===== src/rtl/simple_moving_average_unit_assert.svh =====
// Assertion macros for the moving average unit.
// Uses the including module's clk and rst_n; no other dependencies.
`ifndef SIMPLE_MOVING_AVERAGE_UNIT_ASSERT_SVH
`define SIMPLE_MOVING_AVERAGE_UNIT_ASSERT_SVH

// same-cycle implication, off while in reset
`define SMA_ASSERT_SAME(lbl, ante, cons, msg) \
  lbl: assert property (@(posedge clk) disable iff (!rst_n) (ante) |-> (cons)) \
    else $error(msg);

// next-cycle implication, off while in reset
`define SMA_ASSERT_NEXT(lbl, ante, cons, msg) \
  lbl: assert property (@(posedge clk) disable iff (!rst_n) (ante) |=> (cons)) \
    else $error(msg);

`endif


===== src/rtl/sma_pkg.sv =====
// Shared constants and types for the moving average unit.
// No dependencies.
package sma_pkg;

  localparam int MAX_WINDOW  = 64;
  localparam int SAMPLE_BITS = 16;
  localparam int FRAC_BITS   = 8;
  localparam int AVG_W       = 24;
  localparam int CFG_W       = 7;

  localparam int ADDR_W = $clog2(MAX_WINDOW);
  localparam int LEN_W  = $clog2(MAX_WINDOW + 1);
  localparam int SUM_W  = SAMPLE_BITS + ADDR_W;
  localparam int DQ_W   = SUM_W + FRAC_BITS;
  localparam int CNT_W  = $clog2(DQ_W);

  // magnitude limits of the signed result
  localparam longint AVG_POS_MAX = (longint'(1) << (AVG_W - 1)) - 1;
  localparam longint AVG_NEG_MAG = longint'(1) << (AVG_W - 1);

  typedef enum logic [4:0] {
    ST_IDLE = 5'b00001,
    ST_SUM  = 5'b00010,
    ST_PREP = 5'b00100,
    ST_DIV  = 5'b01000,
    ST_DONE = 5'b10000
  } state_t;

  typedef struct packed {
    logic load;      // take sample, write ring, read outgoing slot
    logic sum;       // update running sum
    logic prep;      // load divider
    logic step;      // one quotient bit
    logic out_load;  // move result to output register
  } ctl_cmd_t;

  typedef struct packed {
    logic out_free;  // output register can take a result this cycle
  } dp_sts_t;

endpackage


===== src/rtl/sma_if.sv =====
// Valid/ready channel interfaces for the moving average unit.
// Depends on sma_pkg for field widths.
interface sma_in_if;
  logic                                   valid;
  logic                                   ready;
  logic signed [sma_pkg::SAMPLE_BITS-1:0] sample;

  modport source (output valid, output sample, input ready);
  modport sink   (input valid, input sample, output ready);
endinterface

interface sma_out_if;
  logic                             valid;
  logic                             ready;
  logic signed [sma_pkg::AVG_W-1:0] average;

  modport source (output valid, output average, input ready);
  modport sink   (input valid, input average, output ready);
endinterface

interface sma_cfg_if;
  logic                      valid;
  logic                      ready;
  logic [sma_pkg::CFG_W-1:0] window_len;

  modport source (output valid, output window_len, input ready);
  modport sink   (input valid, input window_len, output ready);
endinterface


===== src/rtl/sma_controller.sv =====
// Sequencer for the moving average unit: accept, sum, divide, hand off.
// Depends on sma_pkg.
module sma_controller (
  input  logic              clk,
  input  logic              rst_n,
  input  logic              in_valid,
  output logic              in_ready,
  output sma_pkg::ctl_cmd_t cmd,
  input  sma_pkg::dp_sts_t  sts
);

  sma_pkg::state_t                state_r, state_nxt;
  logic [sma_pkg::CNT_W-1:0]      cnt_r, cnt_nxt;

  always_comb begin
    state_nxt = state_r;
    cnt_nxt   = cnt_r;
    cmd       = '0;
    in_ready  = 1'b0;
    unique case (state_r)
      sma_pkg::ST_IDLE: begin
        in_ready = 1'b1;
        if (in_valid) begin
          cmd.load  = 1'b1;
          state_nxt = sma_pkg::ST_SUM;
        end
      end
      sma_pkg::ST_SUM: begin
        cmd.sum   = 1'b1;
        state_nxt = sma_pkg::ST_PREP;
      end
      sma_pkg::ST_PREP: begin
        cmd.prep  = 1'b1;
        cnt_nxt   = '0;
        state_nxt = sma_pkg::ST_DIV;
      end
      sma_pkg::ST_DIV: begin
        cmd.step = 1'b1;
        if (cnt_r == sma_pkg::CNT_W'(sma_pkg::DQ_W - 1)) begin
          state_nxt = sma_pkg::ST_DONE;
        end else begin
          cnt_nxt = cnt_r + 1'b1;
        end
      end
      sma_pkg::ST_DONE: begin
        if (sts.out_free) begin
          cmd.out_load = 1'b1;
          state_nxt    = sma_pkg::ST_IDLE;
        end
      end
      default: begin
        state_nxt = sma_pkg::ST_IDLE;
      end
    endcase
  end

  always_ff @(posedge clk) begin
    if (!rst_n) begin
      state_r <= sma_pkg::ST_IDLE;
      cnt_r   <= '0;
    end else begin
      state_r <= state_nxt;
      cnt_r   <= cnt_nxt;
    end
  end

endmodule


===== src/rtl/sma_datapath.sv =====
// Datapath: sample ring, running sum, restoring divider, output register.
// Depends on sma_pkg.
module sma_datapath (
  input  logic                                   clk,
  input  logic                                   rst_n,
  input  logic                                   cfg_wr,
  input  logic [sma_pkg::CFG_W-1:0]              cfg_window_len,
  input  logic signed [sma_pkg::SAMPLE_BITS-1:0] in_sample,
  input  logic                                   out_ready,
  output logic                                   out_valid,
  output logic signed [sma_pkg::AVG_W-1:0]       out_average,
  input  sma_pkg::ctl_cmd_t                      cmd,
  output sma_pkg::dp_sts_t                       sts
);

  localparam int SB = sma_pkg::SAMPLE_BITS;
  localparam int AW = sma_pkg::ADDR_W;
  localparam int LW = sma_pkg::LEN_W;
  localparam int SW = sma_pkg::SUM_W;
  localparam int DW = sma_pkg::DQ_W;
  localparam int OW = sma_pkg::AVG_W;

  logic signed [SB-1:0] ring_mem [sma_pkg::MAX_WINDOW];

  logic [LW-1:0]                len_r, len_nxt;
  logic [AW-1:0]                wp_r;
  logic [sma_pkg::MAX_WINDOW-1:0] vld_r;
  logic signed [SW-1:0]         sum_r;
  logic signed [SB-1:0]         sample_r;
  logic signed [SB-1:0]         old_r;
  logic                         old_vld_r;
  logic                         neg_r;
  logic [LW-1:0]                rem_r;
  logic [DW-1:0]                dq_r;
  logic signed [OW-1:0]         avg_r, avg_nxt;
  logic                         out_valid_r;

  logic [AW-1:0]                old_idx;
  logic signed [SW-1:0]         old_ext, new_ext;
  logic [SW-1:0]                sum_mag;
  logic [LW:0]                  trial, diff;
  logic                         ge;
  logic [DW-1:0]                quo_signed;

  // slot written len steps ago; wraps onto wp when the window is full size
  assign old_idx = wp_r - len_r[AW-1:0];
  assign old_ext = old_vld_r ? {{(SW-SB){old_r[SB-1]}}, old_r} : '0;
  assign new_ext = {{(SW-SB){sample_r[SB-1]}}, sample_r};
  assign sum_mag = sum_r[SW-1] ? (~sum_r + 1'b1) : sum_r;

  // restoring division step
  assign trial = {rem_r, dq_r[DW-1]};
  assign ge    = (trial >= {1'b0, len_r});
  assign diff  = trial - {1'b0, len_r};

  // register write: 0 means 1, large values clamp to the ring depth
  always_comb begin
    if (cfg_window_len == '0) begin
      len_nxt = LW'(1);
    end else if (int'(cfg_window_len) > sma_pkg::MAX_WINDOW) begin
      len_nxt = LW'(sma_pkg::MAX_WINDOW);
    end else begin
      len_nxt = LW'(cfg_window_len);
    end
  end

  // signed quotient with saturation to the output range
  always_comb begin
    quo_signed = neg_r ? (~dq_r + 1'b1) : dq_r;
    if (!neg_r && (dq_r > DW'(sma_pkg::AVG_POS_MAX))) begin
      avg_nxt = {1'b0, {(OW-1){1'b1}}};
    end else if (neg_r && (dq_r > DW'(sma_pkg::AVG_NEG_MAG))) begin
      avg_nxt = {1'b1, {(OW-1){1'b0}}};
    end else begin
      avg_nxt = quo_signed[OW-1:0];
    end
  end

  always_ff @(posedge clk) begin
    if (cmd.load) begin
      ring_mem[wp_r] <= in_sample;
      old_r          <= ring_mem[old_idx];
    end
  end

  always_ff @(posedge clk) begin
    if (!rst_n) begin
      len_r       <= LW'(1);
      wp_r        <= '0;
      vld_r       <= '0;
      sum_r       <= '0;
      out_valid_r <= 1'b0;
    end else begin
      if (cfg_wr) begin
        len_r <= len_nxt;
        wp_r  <= '0;
        vld_r <= '0;
        sum_r <= '0;
      end else begin
        if (cmd.load) begin
          vld_r[wp_r] <= 1'b1;
          wp_r        <= wp_r + 1'b1;
        end
        if (cmd.sum) begin
          sum_r <= sum_r - old_ext + new_ext;
        end
      end
      if (cmd.out_load) begin
        out_valid_r <= 1'b1;
      end else if (out_ready) begin
        out_valid_r <= 1'b0;
      end
    end
  end

  always_ff @(posedge clk) begin
    if (cmd.load) begin
      sample_r  <= in_sample;
      old_vld_r <= vld_r[old_idx];
    end
    if (cmd.prep) begin
      neg_r <= sum_r[SW-1];
      rem_r <= '0;
      dq_r  <= {sum_mag, {sma_pkg::FRAC_BITS{1'b0}}};
    end else if (cmd.step) begin
      rem_r <= ge ? diff[LW-1:0] : trial[LW-1:0];
      dq_r  <= {dq_r[DW-2:0], ge};
    end
    if (cmd.out_load) begin
      avg_r <= avg_nxt;
    end
  end

  assign sts.out_free = !out_valid_r || out_ready;
  assign out_valid    = out_valid_r;
  assign out_average  = avg_r;

endmodule


===== src/rtl/simple_moving_average_unit.sv =====
// Moving average unit (boxcar filter): top level.
// Depends on sma_pkg, sma_if.sv, sma_controller, sma_datapath and the assert header.
//
// Each sample transfer on in_chan enters a window of the last window_len samples
// (1..64, set over cfg_chan; 0 is taken as 1, larger values as 64) and yields
// exactly one transfer on out_chan: the window sum divided by window_len,
// signed, 8 fraction bits, truncated toward zero. Reset and every window_len
// write empty the window, so the first outputs after either count the missing
// samples as zeros. One sample is in flight at a time: after the transfer the block
// does the ring read, the running-sum update, the divider load, the bit-serial
// restoring divider (one quotient bit per cycle over the 30-bit scaled sum) and
// the output hand-off, which waits for a free output register. The result sits in
// an output register, so the next sample is taken while a result still waits.
// window_len must be written only while no sample is in flight; not enforced here.
`include "simple_moving_average_unit_assert.svh"

module simple_moving_average_unit (
  input  logic      clk,
  input  logic      rst_n,
  sma_in_if.sink    in_chan,
  sma_out_if.source out_chan,
  sma_cfg_if.sink   cfg_chan
);

  sma_pkg::ctl_cmd_t cmd;
  sma_pkg::dp_sts_t  sts;

  // register writes are always taken
  assign cfg_chan.ready = 1'b1;

  sma_controller u_ctl (
    .clk      (clk),
    .rst_n    (rst_n),
    .in_valid (in_chan.valid),
    .in_ready (in_chan.ready),
    .cmd      (cmd),
    .sts      (sts)
  );

  sma_datapath u_dp (
    .clk            (clk),
    .rst_n          (rst_n),
    .cfg_wr         (cfg_chan.valid && cfg_chan.ready),
    .cfg_window_len (cfg_chan.window_len),
    .in_sample      (in_chan.sample),
    .out_ready      (out_chan.ready),
    .out_valid      (out_chan.valid),
    .out_average    (out_chan.average),
    .cmd            (cmd),
    .sts            (sts)
  );

  // busy right after a sample transfer
  `SMA_ASSERT_NEXT(a_busy_after_in, in_chan.valid && in_chan.ready, !in_chan.ready, "ready after transfer")
  // a new result never overwrites one still waiting
  `SMA_ASSERT_SAME(a_no_overwrite, cmd.out_load, !out_chan.valid || out_chan.ready, "result overwritten")
  // a loaded result is offered next cycle
  `SMA_ASSERT_NEXT(a_load_shows, cmd.out_load, out_chan.valid, "loaded result not offered")

endmodule


===== src/flat_wrapper.sv =====
// flat-port wrapper written by rule: the top's interface ports become plain ports
module simple_moving_average_unit_flat 
  (clk, rst_n, in_chan_valid, in_chan_sample, in_chan_ready, out_chan_valid, out_chan_average, out_chan_ready, cfg_chan_valid, cfg_chan_window_len, cfg_chan_ready);
  sma_in_if in_chan_i ();
  sma_out_if out_chan_i ();
  sma_cfg_if cfg_chan_i ();
  input  logic clk;
  input  logic rst_n;
  input wire logic [$bits(in_chan_i.valid)-1:0] in_chan_valid;
  input wire logic [$bits(in_chan_i.sample)-1:0] in_chan_sample;
  output wire logic [$bits(in_chan_i.ready)-1:0] in_chan_ready;
  output wire logic [$bits(out_chan_i.valid)-1:0] out_chan_valid;
  output wire logic [$bits(out_chan_i.average)-1:0] out_chan_average;
  input wire logic [$bits(out_chan_i.ready)-1:0] out_chan_ready;
  input wire logic [$bits(cfg_chan_i.valid)-1:0] cfg_chan_valid;
  input wire logic [$bits(cfg_chan_i.window_len)-1:0] cfg_chan_window_len;
  output wire logic [$bits(cfg_chan_i.ready)-1:0] cfg_chan_ready;
  assign in_chan_i.valid = in_chan_valid;
  assign in_chan_i.sample = in_chan_sample;
  assign in_chan_ready = in_chan_i.ready;
  assign out_chan_valid = out_chan_i.valid;
  assign out_chan_average = out_chan_i.average;
  assign out_chan_i.ready = out_chan_ready;
  assign cfg_chan_i.valid = cfg_chan_valid;
  assign cfg_chan_i.window_len = cfg_chan_window_len;
  assign cfg_chan_ready = cfg_chan_i.ready;
  simple_moving_average_unit u_core (.clk(clk), .rst_n(rst_n), .in_chan(in_chan_i), .out_chan(out_chan_i), .cfg_chan(cfg_chan_i));
endmodule

===== config.mk =====
export PLATFORM = sky130hd
export DESIGN_NAME = simple_moving_average_unit_flat
export DESIGN_NICKNAME = d
export VERILOG_FILES = /design/src/rtl/sma_pkg.sv /design/src/rtl/sma_if.sv /design/src/rtl/sma_controller.sv /design/src/rtl/sma_datapath.sv /design/src/rtl/simple_moving_average_unit.sv /design/src/flat_wrapper.sv
export VERILOG_INCLUDE_DIRS = /design/src /design/src/rtl
export SDC_FILE = /design/constraint.sdc
export NUM_CORES = 1
export LEC_CHECK = 0
export ABC_AREA = 0
export BUFFER_PORTS_ARGS = -buffer_cell sky130_fd_sc_hd__buf_2
export CAP_MARGIN = 40
export CORE_UTILIZATION = 30
export CTS_CLUSTER_DIAMETER = 120
export CTS_CLUSTER_SIZE = 40
export DETAILED_ROUTE_END_ITERATION = 6
export HOLD_SLACK_MARGIN = 0.05
export PLACE_DENSITY = 0.55
export SYNTH_ARGS = -nofsm -noshare
export SYNTH_HDL_FRONTEND = slang
export SYNTH_HIERARCHICAL = 1
export SYNTH_SLANG_ARGS = --single-unit

===== constraint.sdc =====
create_clock -name clk -period 6.3 [get_ports clk]
set_input_delay 0.63 -clock clk [delete_from_list [all_inputs] [get_ports clk]]
set_output_delay 0.63 -clock clk [all_outputs]
set_load 0.005 [all_outputs]

# Word-level counts from Yosys, hierarchy flattened
# Memory sizes are Yosys's and may differ from the RTL's. A register that Yosys moved wholly into a read port is not among the register bits.
# Cells that the tools add are included.
# totals
in_bits,28
reg_bits,189
n_memories,1
output_inout_bits,27
ram_bits,1024
# classes
eq_ne,10
reduce_logical,13
n_mux,31
n_bitwise,4
magnitude_cmp,7
add_sub_neg,8
# memory_table
name,words,width,read_ports,rd_clocked_by_memory_dff,write_ports,line,rtl
u_core.u_dp.ring_mem,64,16,1,1,1,sma_datapath.sv:23,logic signed [SB-1:0] ring_mem [sma_pkg::MAX_WINDOW];
# op_table
cell,n
OR 64 bit,1
2-to-1 mux 30 bit,2
2-to-1 mux 24 bit,2
2-to-1 mux 22 bit,2
> comparator 30 x 23 -> 1 bit (second input constant),1
> comparator 30 x 24 -> 1 bit (second input constant),1
case mux 5 bit (5 select lines),1
adder 24 x 1 -> 24 bit (second input constant),1
inverter 24 bit,1
adder 22 x 1 -> 22 bit (second input constant),1
adder 22 x 16 -> 22 bit,1
inverter 22 bit,1
subtractor 22 bit,1
2-to-1 mux 7 bit,3
2-to-1 mux 5 bit,4
< comparator 6 x 7 -> 1 bit (second input constant),2
2-to-1 mux 1 bit,14
equality test 5 bit (second input constant),2
case mux 5 bit (2 select lines),1
>= comparator 8 x 7 -> 1 bit,1
> comparator 7 bit (second input constant),1
logical NOT 7 bit,1
subtractor 7 bit,1
adder 6 x 1 -> 6 bit (second input constant),1
19 further kinds,26

# Longest topological paths before layout
# logic_depth
depth_word,5
ltp_mapped,14
depth_no_buf,13

# Cells and area by module
# The synthesis kept the hierarchy.
# modules_own_cells
module,area_each_um2,n_inst,cells_per_inst
sma_datapath,49690.2,1,2689
sma_controller,535.5,1,62
simple_moving_average_unit,11.3,1,2

# Least setup slack after synthesis
# No wires, ideal clock.
# synth_path
kind,reg2reg
startpoint,register u_core.u_ctl.state_r[3]
endpoint,memory u_core/u_dp/ring_mem[7][0] (netlist bit) (enable)
period_less_slack_ns,4.253
path_stages_with_launch,7
t_arrival_ns,3.819
path_buffers,1
required_time_ns,5.866
setup_slack_ns,2.047
cell_sequence,dfxtp_1 buf_6 nor2_1 and3_1 and2_1 nand4_1 nor4_1
# synth_rtl
item,line,rtl
"start, declared",sma_controller.sv:12,"sma_pkg::state_t state_r, state_nxt;"
"start signal, assigned",sma_controller.sv:59,state_r <= sma_pkg::ST_IDLE;
"start signal, assigned",sma_controller.sv:62,state_r <= state_nxt;
"end, declared",sma_datapath.sv:23,

# Worst setup path in the final report
# layout_path
startpoint,register u_core.u_dp.wp_r[0]
endpoint,"register u_core.u_dp.old_r[15], read port of u_core.u_dp.ring_mem, data pin"
# layout_via
elab_chain_cells,1
# layout_rtl
item,line,rtl
"start, declared",sma_datapath.sv:26,logic [AW-1:0] wp_r;
"start signal, assigned",sma_datapath.sv:102,wp_r <= wp_r + 1'b1;
subtractor 6 bit,sma_datapath.sv:46,assign old_idx = wp_r - len_r[AW-1:0];
"end, declared",sma_datapath.sv:30,logic signed [SB-1:0] old_r;
# No other way between the ends.
# A chain may end at the register's enable or synchronous reset.

==> results.toml <==
[run_status]
status = "complete, no violations"

[drt]
wl_met2_um = 57400
dr_wl_met3_um = 5720
wirelength_um = 121000
wl_per_cell_um = 24.0
drtPass1Iterations = 5
ant_nets = 0
vias = 24804
wl_met1_um = 55900
maxUsedRoutingLayer = "met5"
first_iter_violations = 2378
viasPerCell = 4.92
drc = 0

[worst_setup_path]
crit_type = "flip-flop to flip-flop"
slowest_delay_ns = 1.19
critPathRequiredTime_ns = 6.72
cp_top_family = "multiplexers"
path_depth = 10
ff2ff_path_depth = 10
crit_path_end_kind = "flip-flop"
crit_fanout = 49
cp-start-kind = "flip-flop"
crit_arrival_ns = 5.05
cp_slowest_cell = "fa_4"
path_cells = "inv_1 -> ha_4 -> inv_1 -> fa_4 -> buf_12 -> buf_12 -> mux4_2 -> mux4_2 -> mux2i_1 -> mux2i_1"
path_buf_inv = 4

[placement]
numPortBuffers = 53
dpl_cell_area_um2 = 54200
dp_hpwl_um = 72200
place_congestion = 0.775

[cts]
numCtsBuffers = 39
cts_setup_buffers = 0
insertion_delay_ns = 0.70
postCtsHoldBufs = 0
cts_tree = "done"
clock_path_buffers = 3
root_buffer = "clkbuf_16"
clk_pin_slew_ns = 0.15
clock-sinks = 1229
cts_resized = 0
h-tree-depth = 2

[power]
swShare = 0.248
ir_drop_v = 0.000174
power_frac_seq = 0.609
power.share.clock = 0.250
power.net_switching_mw = 3.66
p_leak_nw = 17.2
p_int_mw = 11.1
p_comb_frac = 0.141
powerDensity_nw_per_um2 = 266

[cells_and_area]
final_area_um2 = 55500
layout_commonest_cell = "edfxtp_1"
finalNetCount = 2913
nFillCells = 15725
layout_common_cells = "1,104 x edfxtp_1, 340 x mux4_2, 196 x nor2_1"
area_growth_pct = 10.4
drive_gt1_frac = 0.226

[yosys]
yosysWarnings = 6
netlist_instances = 2753
yosys-top-cells-area = "edfxtp_1 66%, mux4_2 15%, dfxtp_1 5.0%, nor2_1 1.9%, mux2i_1 1.4%"
yosysTopAreaCellShare = 0.660
async_reset_ff_frac = 0
syn_avg_cell_area_um2 = 18.2
synth_seq_cells = 1229
synth_top_cell_by_area = "edfxtp_1"
synth_nets = 2843
synth_cell_types = 77
synth_area_um2 = 50200
seq_area_frac_synth = 0.710
synth_ff_type = "edfxtp_1"
synth_edf_count = 1104

[worst_hold_path]
hold_depth = 2
min_path_type = "input port to flip-flop"

[floorplanning]
die-area_um2 = 169000
rows = 149
ios = 55
die-width_um = 411
initial_core_util = 0.303
core_area_um2 = 166000
fp.dieH_um = 411

[global_routing]
grt_pass1_wl_um = 177000
grtUsageTotal = 0.142
grt-ovfl-total = 0
grt_max_degree = 66
grt_pass1_vias = 24797
grt_antenna_before_repair = 3

[timing]
rsz0062_at_grt = "false"
tightest_slew_ns = 0.905
slew_headroom = 0.395
slew_viol_final = 0
hold_violations = 0
setup_viol_count_final = 0
fmax_mhz = 216
final.setup.tns_ns = 0
min_period_over_period = 0.735
min_period_ns = 4.63
finClkSkew_ns = 0.0689

[job]
maxCapViolCount = 0
-- power groups by stage --
stage | registers, mW | clock network, mW | logic (mW)
final | 8.98 | 3.69 | 2.08
after global routing | 8.99 | 4.04 | 2.24
after CTS | 8.98 | 3.83 | 2.12
after detailed placement | 9.17 | 0 | 2.12
after global placement | 9.17 | 0 | 2.10
after floorplan | 9.12 | 0 | 1.39
-- worst paths after layout --
kind,start,endpoint,slack (ns)
min,in_chan_valid,u_core/u_ctl/state_r[1],0.24
min reg2reg,u_core/u_dp/rem_r[6],u_core/u_dp/rem_r[6],0.47
max reg2reg,u_core/u_dp/wp_r[0],u_core/u_dp/old_r[15],1.67
max,u_core/u_dp/wp_r[0],u_core/u_dp/old_r[15],1.67
-- kinds of logic after synthesis --
family                   count (synthesis)  synth area share
AO/OA/AOI/OAI                          225            0.0282
multiplexers                           412             0.167
adder cells (fa/ha/maj)                 62            0.0189
XOR/XNOR                                51           0.00889
AND/OR/NAND/NOR                        532            0.0485
flip-flops                            1229             0.710
buffers and inverters                  241            0.0190
other                                    1         0.0000746
-- sequential cells by signal, indices dropped and copies added, names as in the netlist, 16 cells and up --
register,count
u_core/u_dp/old_r,16
u_core/u_dp/ring_mem,1024
u_core/u_dp/sample_r,16
u_core/u_dp/vld_r,64
u_core/u_dp/out_average,24
u_core/u_dp/dq_r,30
u_core/u_dp/sum_r,22
-- metrics by stage --
step	utilization	hold slack (ns)	setup WS, ns	total power [mW]	std cells
floorplan	-	0.406	2.05	10.5	2753
global placement	0.326	0.445	1.66	11.3	4956
detailed placement	0.328	0.456	1.63	11.3	4971
CTS	0.335	0.179	1.59	14.9	5042
global route	0.335	0.217	1.52	15.3	5042
finish	0.335	0.238	1.67	14.8	5043
-- routing by layer --
| metal | track usage | vias up |
|---|---|---|
| met5 | 0 | - |
| met4 | 0.0269 | 2 |
| met3 | 0.0159 | 75 |
| met2 | 0.229 | 555 |
| met1 | 0.208 | 13206 |
| li1 | - | 10966 |
-- synth_stat cells (11+ instances only) --
master    instances
o21ai_0          63
mux2i_1          71
buf_1            19
nor2_1          249
ha_1             39
dfxtp_1         125
xnor2_1          36
xor2_1           15
o31ai_1          11
mux4_2          340
nand2_1         120
fa_1             23
nor2b_1          12
buf_2            18
edfxtp_1       1104
inv_1           106
and2_1           25
a21oi_1          55
nor3_1           17
o21a_1           13
nand3_1          25
and3_1           12
clkbuf_1         91
a31oi_1          13
nand2b_1         12
-- final cells by class --
| cell class | instances | area [µm²] | share of cell area |
|---|---|---|---|
| antenna | 1 | 2.50 | 0.0000451 |
| clock buffer | 60 | 1050 | 0.0190 |
| clock inverter | 11 | 188 | 0.00338 |
| inverter | 108 | 405 | 0.00731 |
| multi-input combinational | 1283 | 14000 | 0.252 |
| sequential | 1229 | 35700 | 0.643 |
| tap | 2189 | 2740 | 0.0494 |
| timing repair buffer | 162 | 1470 | 0.0265 |
Note: power is estimated with default switching activity, not from simulation.
